**config.mk**
```make
export PLATFORM = sky130hd
export DESIGN_NAME = yuv422_to_rgb_pair
export DESIGN_NICKNAME = d
export VERILOG_FILES = /design/src/rtl/y2rp_pkg.sv /design/src/rtl/y2rp_apb_regs.sv /design/src/rtl/y2rp_convert.sv /design/src/rtl/yuv422_to_rgb_pair.sv
export SDC_FILE = /design/constraint.sdc
export NUM_CORES = 1
export LEC_CHECK = 0
export BUFFER_PORTS_ARGS = -buffer_cell sky130_fd_sc_hd__buf_2
export CAP_MARGIN = 0
export CORE_MARGIN = 3
export CORE_UTILIZATION = 56
export CTS_BUF_LIST = sky130_fd_sc_hd__clkbuf_8 sky130_fd_sc_hd__clkbuf_16
export DETAILED_ROUTE_END_ITERATION = 12
export PLACE_DENSITY = 0.88
export SKIP_LAST_GASP = 1
export SLEW_MARGIN = 20
export SYNTH_ARGS = -nofsm -noshare
export SYNTH_HDL_FRONTEND = slang
export SYNTH_SLANG_ARGS = --single-unit
```
**constraint.sdc**
```tcl
create_clock -name aclk -period 9.27 [get_ports aclk]
set_input_delay 1.854 -clock aclk [delete_from_list [all_inputs] [get_ports aclk]]
set_output_delay 1.854 -clock aclk [all_outputs]
set_load 0.005 [all_outputs]
```
**src/rtl/y2rp_pkg.sv**
```systemverilog
// ----------------------------------------------------------------------------
// y2rp_pkg: shared types and constants of the 4:2:2 to RGB pair converter
// Item structs, register map, Q16 coefficients and the channel clamp.
// ----------------------------------------------------------------------------
`default_nettype none

package y2rp_pkg;

    // Register map: one register, byte address is 4 times the index.
    localparam int unsigned APB_ADDR_W = 3;
    localparam int unsigned APB_DATA_W = 32;
    localparam logic [APB_ADDR_W-3:0] REG_BYTE_ORDER = 1'b0;

    // Fixed point setup.
    localparam int unsigned FRAC_BITS = 16;
    localparam int unsigned ACC_W     = 27;

    localparam logic signed [ACC_W-1:0] COEF_RV = 27'sd92242;
    localparam logic signed [ACC_W-1:0] COEF_GU = 27'sd22643;
    localparam logic signed [ACC_W-1:0] COEF_GV = 27'sd46983;
    localparam logic signed [ACC_W-1:0] COEF_BU = 27'sd116589;
    localparam logic [8:0] CHROMA_MID = 9'd128;

    typedef struct packed {
        logic [7:0] byte0;
        logic [7:0] byte1;
        logic [7:0] byte2;
        logic [7:0] byte3;
        logic       last_group;
    } y2rp_in_t;

    typedef struct packed {
        logic [7:0] red_first;
        logic [7:0] green_first;
        logic [7:0] blue_first;
        logic [7:0] red_second;
        logic [7:0] green_second;
        logic [7:0] blue_second;
        logic       last_pair;
    } y2rp_out_t;

    // Floor by dropping the fraction, then clamp to 0..255.
    function automatic logic [7:0] clamp_channel(input logic signed [ACC_W-1:0] acc);
        logic [7:0] res;
        if (acc[ACC_W-1]) begin
            res = 8'd0;
        end else if (|acc[ACC_W-2:FRAC_BITS+8]) begin
            res = 8'd255;
        end else begin
            res = acc[FRAC_BITS+7:FRAC_BITS];
        end
        return res;
    endfunction

endpackage

`default_nettype wire

```
**src/rtl/y2rp_apb_regs.sv**
```systemverilog
// ----------------------------------------------------------------------------
// y2rp_apb_regs: configuration register file
// Holds the byte order register behind a simple APB slave.
// ----------------------------------------------------------------------------
`default_nettype none

module y2rp_apb_regs (
    input  wire logic                              aclk,
    input  wire logic                              aresetn,
    input  wire logic                              psel,
    input  wire logic                              penable,
    input  wire logic                              pwrite,
    input  wire logic [y2rp_pkg::APB_ADDR_W-1:0]   paddr,
    input  wire logic [y2rp_pkg::APB_DATA_W-1:0]   pwdata,
    output logic      [y2rp_pkg::APB_DATA_W-1:0]   prdata,
    output logic                                   pready,
    output logic      [1:0]                        byte_order
);
    import y2rp_pkg::*;

    logic [1:0]            byte_order_reg;
    logic [1:0]            byte_order_next;
    logic [APB_ADDR_W-3:0] reg_index;
    logic                  wr_en;

    assign pready    = 1'b1;
    assign reg_index = paddr[APB_ADDR_W-1:2];
    assign wr_en     = psel && penable && pwrite && pready;

    always_comb begin
        byte_order_next = byte_order_reg;
        if (wr_en && (reg_index == REG_BYTE_ORDER)) begin
            byte_order_next = pwdata[1:0];
        end
    end

    always_ff @(posedge aclk) begin
        if (!aresetn) begin
            byte_order_reg <= 2'd0;
        end else begin
            byte_order_reg <= byte_order_next;
        end
    end

    always_comb begin
        prdata = '0;
        if (reg_index == REG_BYTE_ORDER) begin
            prdata = {{(APB_DATA_W-2){1'b0}}, byte_order_reg};
        end
    end

    assign byte_order = byte_order_reg;

endmodule

`default_nettype wire

```
**src/rtl/y2rp_convert.sv**
```systemverilog
// ----------------------------------------------------------------------------
// y2rp_convert: byte unpacking and color matrix for one group
// Picks Y0, Y1, U and V, forms the shared chroma products and clamps.
// ----------------------------------------------------------------------------
`default_nettype none

module y2rp_convert (
    input  wire logic                 [1:0] byte_order,
    input  wire y2rp_pkg::y2rp_in_t         in_item,
    output y2rp_pkg::y2rp_out_t             out_item
);
    import y2rp_pkg::*;

    logic [7:0]              y_first;
    logic [7:0]              y_second;
    logic [7:0]              u_byte;
    logic [7:0]              v_byte;
    logic signed [8:0]       du;
    logic signed [8:0]       dv;
    logic signed [ACC_W-1:0] du_ext;
    logic signed [ACC_W-1:0] dv_ext;
    logic signed [ACC_W-1:0] term_r;
    logic signed [ACC_W-1:0] term_g;
    logic signed [ACC_W-1:0] term_b;
    logic signed [ACC_W-1:0] yq_first;
    logic signed [ACC_W-1:0] yq_second;

    // Bit 0 swaps the two lumas, bit 1 swaps the chroma bytes.
    assign y_first  = byte_order[0] ? in_item.byte2 : in_item.byte0;
    assign y_second = byte_order[0] ? in_item.byte0 : in_item.byte2;
    assign u_byte   = byte_order[1] ? in_item.byte3 : in_item.byte1;
    assign v_byte   = byte_order[1] ? in_item.byte1 : in_item.byte3;

    assign du     = $signed({1'b0, u_byte} - CHROMA_MID);
    assign dv     = $signed({1'b0, v_byte} - CHROMA_MID);
    assign du_ext = ACC_W'(du);
    assign dv_ext = ACC_W'(dv);

    // Chroma terms are common to both pixels of the pair.
    assign term_r = COEF_RV * dv_ext;
    assign term_g = (COEF_GU * du_ext) + (COEF_GV * dv_ext);
    assign term_b = COEF_BU * du_ext;

    assign yq_first  = $signed({{(ACC_W-FRAC_BITS-8){1'b0}}, y_first,  {FRAC_BITS{1'b0}}});
    assign yq_second = $signed({{(ACC_W-FRAC_BITS-8){1'b0}}, y_second, {FRAC_BITS{1'b0}}});

    always_comb begin
        out_item.red_first    = clamp_channel(yq_first + term_r);
        out_item.green_first  = clamp_channel(yq_first - term_g);
        out_item.blue_first   = clamp_channel(yq_first + term_b);
        out_item.red_second   = clamp_channel(yq_second + term_r);
        out_item.green_second = clamp_channel(yq_second - term_g);
        out_item.blue_second  = clamp_channel(yq_second + term_b);
        out_item.last_pair    = in_item.last_group;
    end

endmodule

`default_nettype wire

```
**src/rtl/yuv422_to_rgb_pair.sv**
```systemverilog
// ----------------------------------------------------------------------------
// yuv422_to_rgb_pair: packed 4:2:2 group to two RGB888 pixels
// Input register, color matrix, result register, with an APB config port.
// ----------------------------------------------------------------------------
//
//   Channel   Ports                     Moves
//   --------  ------------------------  ---------------------------------
//   input     s_valid s_ready s_data    one packed group of four bytes
//   result    m_valid m_ready m_data    one pair of RGB888 pixels
//   config    APB psel..pready          byte_order register at address 0
//
// An item is held first in the input register and then in the result
// register, with the color matrix in between.
// One item is accepted per clock as long as the result side keeps taking.
// Reset (synchronous, active low) empties both stages and sets byte order 0.
// A stall at the result side holds the result; the input register still
// fills, so one more item is taken before s_ready drops.
// ----------------------------------------------------------------------------
`default_nettype none

module yuv422_to_rgb_pair (
    input  wire logic                              aclk,
    input  wire logic                              aresetn,
    // Input channel
    input  wire logic                              s_valid,
    output logic                                   s_ready,
    input  wire y2rp_pkg::y2rp_in_t                s_data,
    // Result channel
    output logic                                   m_valid,
    input  wire logic                              m_ready,
    output y2rp_pkg::y2rp_out_t                    m_data,
    // Configuration port
    input  wire logic                              psel,
    input  wire logic                              penable,
    input  wire logic                              pwrite,
    input  wire logic [y2rp_pkg::APB_ADDR_W-1:0]   paddr,
    input  wire logic [y2rp_pkg::APB_DATA_W-1:0]   pwdata,
    output logic      [y2rp_pkg::APB_DATA_W-1:0]   prdata,
    output logic                                   pready
);
    import y2rp_pkg::*;

    logic      [1:0] byte_order;

    // Input stage registers.
    logic            in_valid_reg;
    logic            in_valid_next;
    y2rp_in_t        in_data_reg;

    // Result stage registers.
    logic            out_valid_reg;
    logic            out_valid_next;
    y2rp_out_t       out_data_reg;

    y2rp_out_t       conv_item;
    logic            out_ready;
    logic            in_take;
    logic            out_load;

    y2rp_apb_regs u_regs (
        .aclk       (aclk),
        .aresetn    (aresetn),
        .psel       (psel),
        .penable    (penable),
        .pwrite     (pwrite),
        .paddr      (paddr),
        .pwdata     (pwdata),
        .prdata     (prdata),
        .pready     (pready),
        .byte_order (byte_order)
    );

    y2rp_convert u_convert (
        .byte_order (byte_order),
        .in_item    (in_data_reg),
        .out_item   (conv_item)
    );

    // The result register can load when it is empty or its item is leaving.
    // The input register can load when it is empty or its item moves on.
    assign out_ready = !out_valid_reg || m_ready;
    assign s_ready   = !in_valid_reg || out_ready;
    assign in_take   = s_valid && s_ready;
    assign out_load  = in_valid_reg && out_ready;

    always_comb begin
        in_valid_next = in_valid_reg;
        if (in_take) begin
            in_valid_next = 1'b1;
        end else if (out_load) begin
            in_valid_next = 1'b0;
        end
    end

    always_comb begin
        out_valid_next = out_valid_reg;
        if (out_load) begin
            out_valid_next = 1'b1;
        end else if (m_ready) begin
            out_valid_next = 1'b0;
        end
    end

    always_ff @(posedge aclk) begin
        if (!aresetn) begin
            in_valid_reg  <= 1'b0;
            out_valid_reg <= 1'b0;
        end else begin
            in_valid_reg  <= in_valid_next;
            out_valid_reg <= out_valid_next;
        end
    end

    // Payload registers carry no reset; the valid bits qualify them.
    always_ff @(posedge aclk) begin
        if (in_take) begin
            in_data_reg <= s_data;
        end
        if (out_load) begin
            out_data_reg <= conv_item;
        end
    end

    assign m_valid = out_valid_reg;
    assign m_data  = out_data_reg;

endmodule

`default_nettype wire

```
==> reports/summary.txt <==
I/O Buffers - 95
DR WL/cell - 18.14 microns
Setup bufs post-CTS - 0
HPWL after DPL - 31.96 mm
Slew Limit Fails - 0
Worst-path maximum fanout - 8
DRC violations left - 0
Synthesized flop and latch total - 86
Status - complete, no violations
CTS buffer count - 9
Total track usage - 0.2574
Post-synthesis area per instance - 9.608 sq um
Ys Warns - 0
Clock Root Buffer - clkbuf_16
RePlAce Congestion - 0.9862
Reg-to-reg endpoint - m_data[34]
Dominant cells by area after synthesis - ha_1 (27%), edfxtp_1 (16%), fa_1 (15%)
Final Setup Violations - 0
Cell Area, Placed - 0.01652 sq mm
Fin. Hold Viols - 0
Number of nets in the layout - 2268
Die ar. - 0.02951 sq mm
Clk_skew - 24.12 ps
Pin count of the biggest net entering global routing - 50
Post-route design area - 0.01694 sq mm
Hold Crit Endpoint - m_data[0]
Worst r2r path cells - 34
Post-synth ARST share - 0
First-pass GRT wire length - 60.32 mm
Max cap viols - 0
CP required - 9450 ps
Via count - 12228
WHS Path Cells - 0
Critical path type - flop to flop
CTS Sinks - 86
Minimum clock period - 8864 ps
Worst Setup Start Kind - flop
Slowest CP cell - fa_1
Drt initial violations - 873
Tcrit/Tclk final - 0.9562
Post-route ant nets - 0
Diode count - 0
Post-synthesis sequential area ratio - 0.1652
TritonRoute pass-1 iters - 8
Post-synth top flop - edfxtp_1
Proportion of layout cells with a drive suffix above 1 - 0.1291
Clock-pin slew on the worst setup and hold paths - 90 ps
Number of global-route vias before repair - 12264
Post-synthesis instance total - 1602
Initial antenna violation count - 0
Slew @ Worst Pin - 921.1 ps
Crit path capture type - flop
Synthesis-to-finish area growth - 10.07%
Vias/cell - 5.848
CTS tree - yes
Reg2reg start - u_regs.byte_order[1]
Slew HR - 0.3840
R2R Setup Slk - 410 ps
Die height - 171.8 microns
Row Count - 60
Max FFs per register - 49
Arr. time, crit path - 9050 ps
HP Class - flop to flop
Htree depth - 3
Synth Cell Area - 0.01539 sq mm
Gr ovfl total - 0
Clk_lat worst skew - 360 ps
Post-layout util - 0.6286
Core area - 0.02695 sq mm
Die X - 171.8 microns
Detailed-route wire length - 37.93 mm
FMAX - 0.1128 GHz
Starting Density - 0.5711
Longest Clk Path Bufs - 2
CP max stage delay - 520 ps
Post-synth EDFFs - 82
Largest area contributor in the netlist - ha_1
Synth unique cells - 84
Post-synth top area share - 0.2691
Top Ports - 159
Worst Min Path Start - in_data_reg[0]
-- cells by family after synthesis --
group                    synth area share
buffers and inverters             0.08535
multiplexers                      0.02699
adder cells (fa/ha/maj)            0.4254
flip-flops                         0.1652
AND/OR/NAND/NOR                   0.08170
AO/OA/AOI/OAI                      0.1485
other                           0.0004879
XOR/XNOR                          0.06641
-- Yosys cell counts (all sizes together), types with 14 or more instances --
master and count:
nor3 19, nor2b 23, edfxtp 82, mux2i 28, a211oi 19, xor2 32, o21ai 43, a21o 36
a21oi 122, nor2 65, ha 331, xnor2 83, nand2 52, o21a 14, fa 117, nand3 23
o21bai 24, inv 271, buf 37
-- critical path: cells and delay by family (launching register included) --
| kind | cells | cell delay (ps) |
|---|---|---|
| simple gates | 7 | 1500 |
| compound gates | 13 | 2390 |
| fa+ha+maj | 8 | 3300 |
| buf+inv | 3 | 280 |
| mux | 1 | 370 |
| xor+xnor | 2 | 390 |
| flops | 1 | 430 |
-- layer usage --
layer  part of all wire  vias up  track usage
met2               0.49      416       0.4542
li1                   -     5807            -
met4              0.037        0      0.09025
met3              0.053       76      0.03402
met1               0.42     5929       0.3248
met5                  0        -            0
-- timing repair --
item / CTS / global route
hold buffers: 0 / 0
setup endpoints to repair: 16 / 16
gates cloned: 0 / 0
gates resized for setup: 7 / 15
pin swaps: 0 / 3
-- cells in the final DEF, fill, tap and decap left out, types with 12 or more instances in the layout --
cell / synthesis / layout
buf_2: 5 / 95
nor2b_1: 23 / 22
nor3_1: 18 / 18
nor2_1: 65 / 65
fa_1: 117 / 117
nand2_1: 52 / 52
mux2_2: 12 / 12
a31oi_1: 13 / 13
o21bai_1: 24 / 24
xnor2_1: 82 / 81
buf_4: 31 / 51
o21a_1: 14 / 14
a211oi_1: 16 / 15
o21ai_0: 41 / 39
ha_1: 331 / 331
mux2i_1: 28 / 26
a21o_1: 36 / 36
conb_1: 2 / 31
nand3_1: 22 / 22
edfxtp_1: 82 / 82
inv_1: 271 / 271
xor2_1: 31 / 31
a21oi_1: 121 / 114
-- per-stage QoR --
step                      std cells  TNS, ps  setup WS (ps)  hold WS (ps)
after floorplan                1631        0          87.26         400.3
after global placement         2075        0          74.33         417.3
after detailed placement       2075    -2413         -245.1         427.9
after CTS                      2091        0          16.41         457.6
after global routing           2091   -2.347         -2.347         466.3
final                          2091        0          405.8         442.9
-- worst max path at each step --
| stage | start | to | slack [ps] |
|---|---|---|---|
| 3_5_place_dp | u_regs.byte_order[1] | m_data[34] | -250 |
| 2_1_floorplan | u_regs.byte_order[1] | m_data[33] | 90 |
| 3_3_place_gp | u_regs.byte_order[1] | m_data[37] | 70 |
| 6_report | u_regs.byte_order[1] | m_data[34] | 410 |
| 4_1_cts | u_regs.byte_order[1] | m_data[14] | 20 |
| 5_1_grt | u_regs.byte_order[1] | m_data[34] | -2 |
-- layout make-up --
type	count	area (sq um)
Timing Repair Buffer	147	878.3
Sequential cell	86	2546
Fill cell	2123	10010
Inverter	271	1017
Clock buffer	9	225.2
Clock inverter	7	112.6
Tap cell	341	426.7
Multi-Input combinational cell	1230	11740
Power is left out: the tool's default activity adds up to more than one toggle a clock period on the data nets, which glitch-free logic cannot reach.
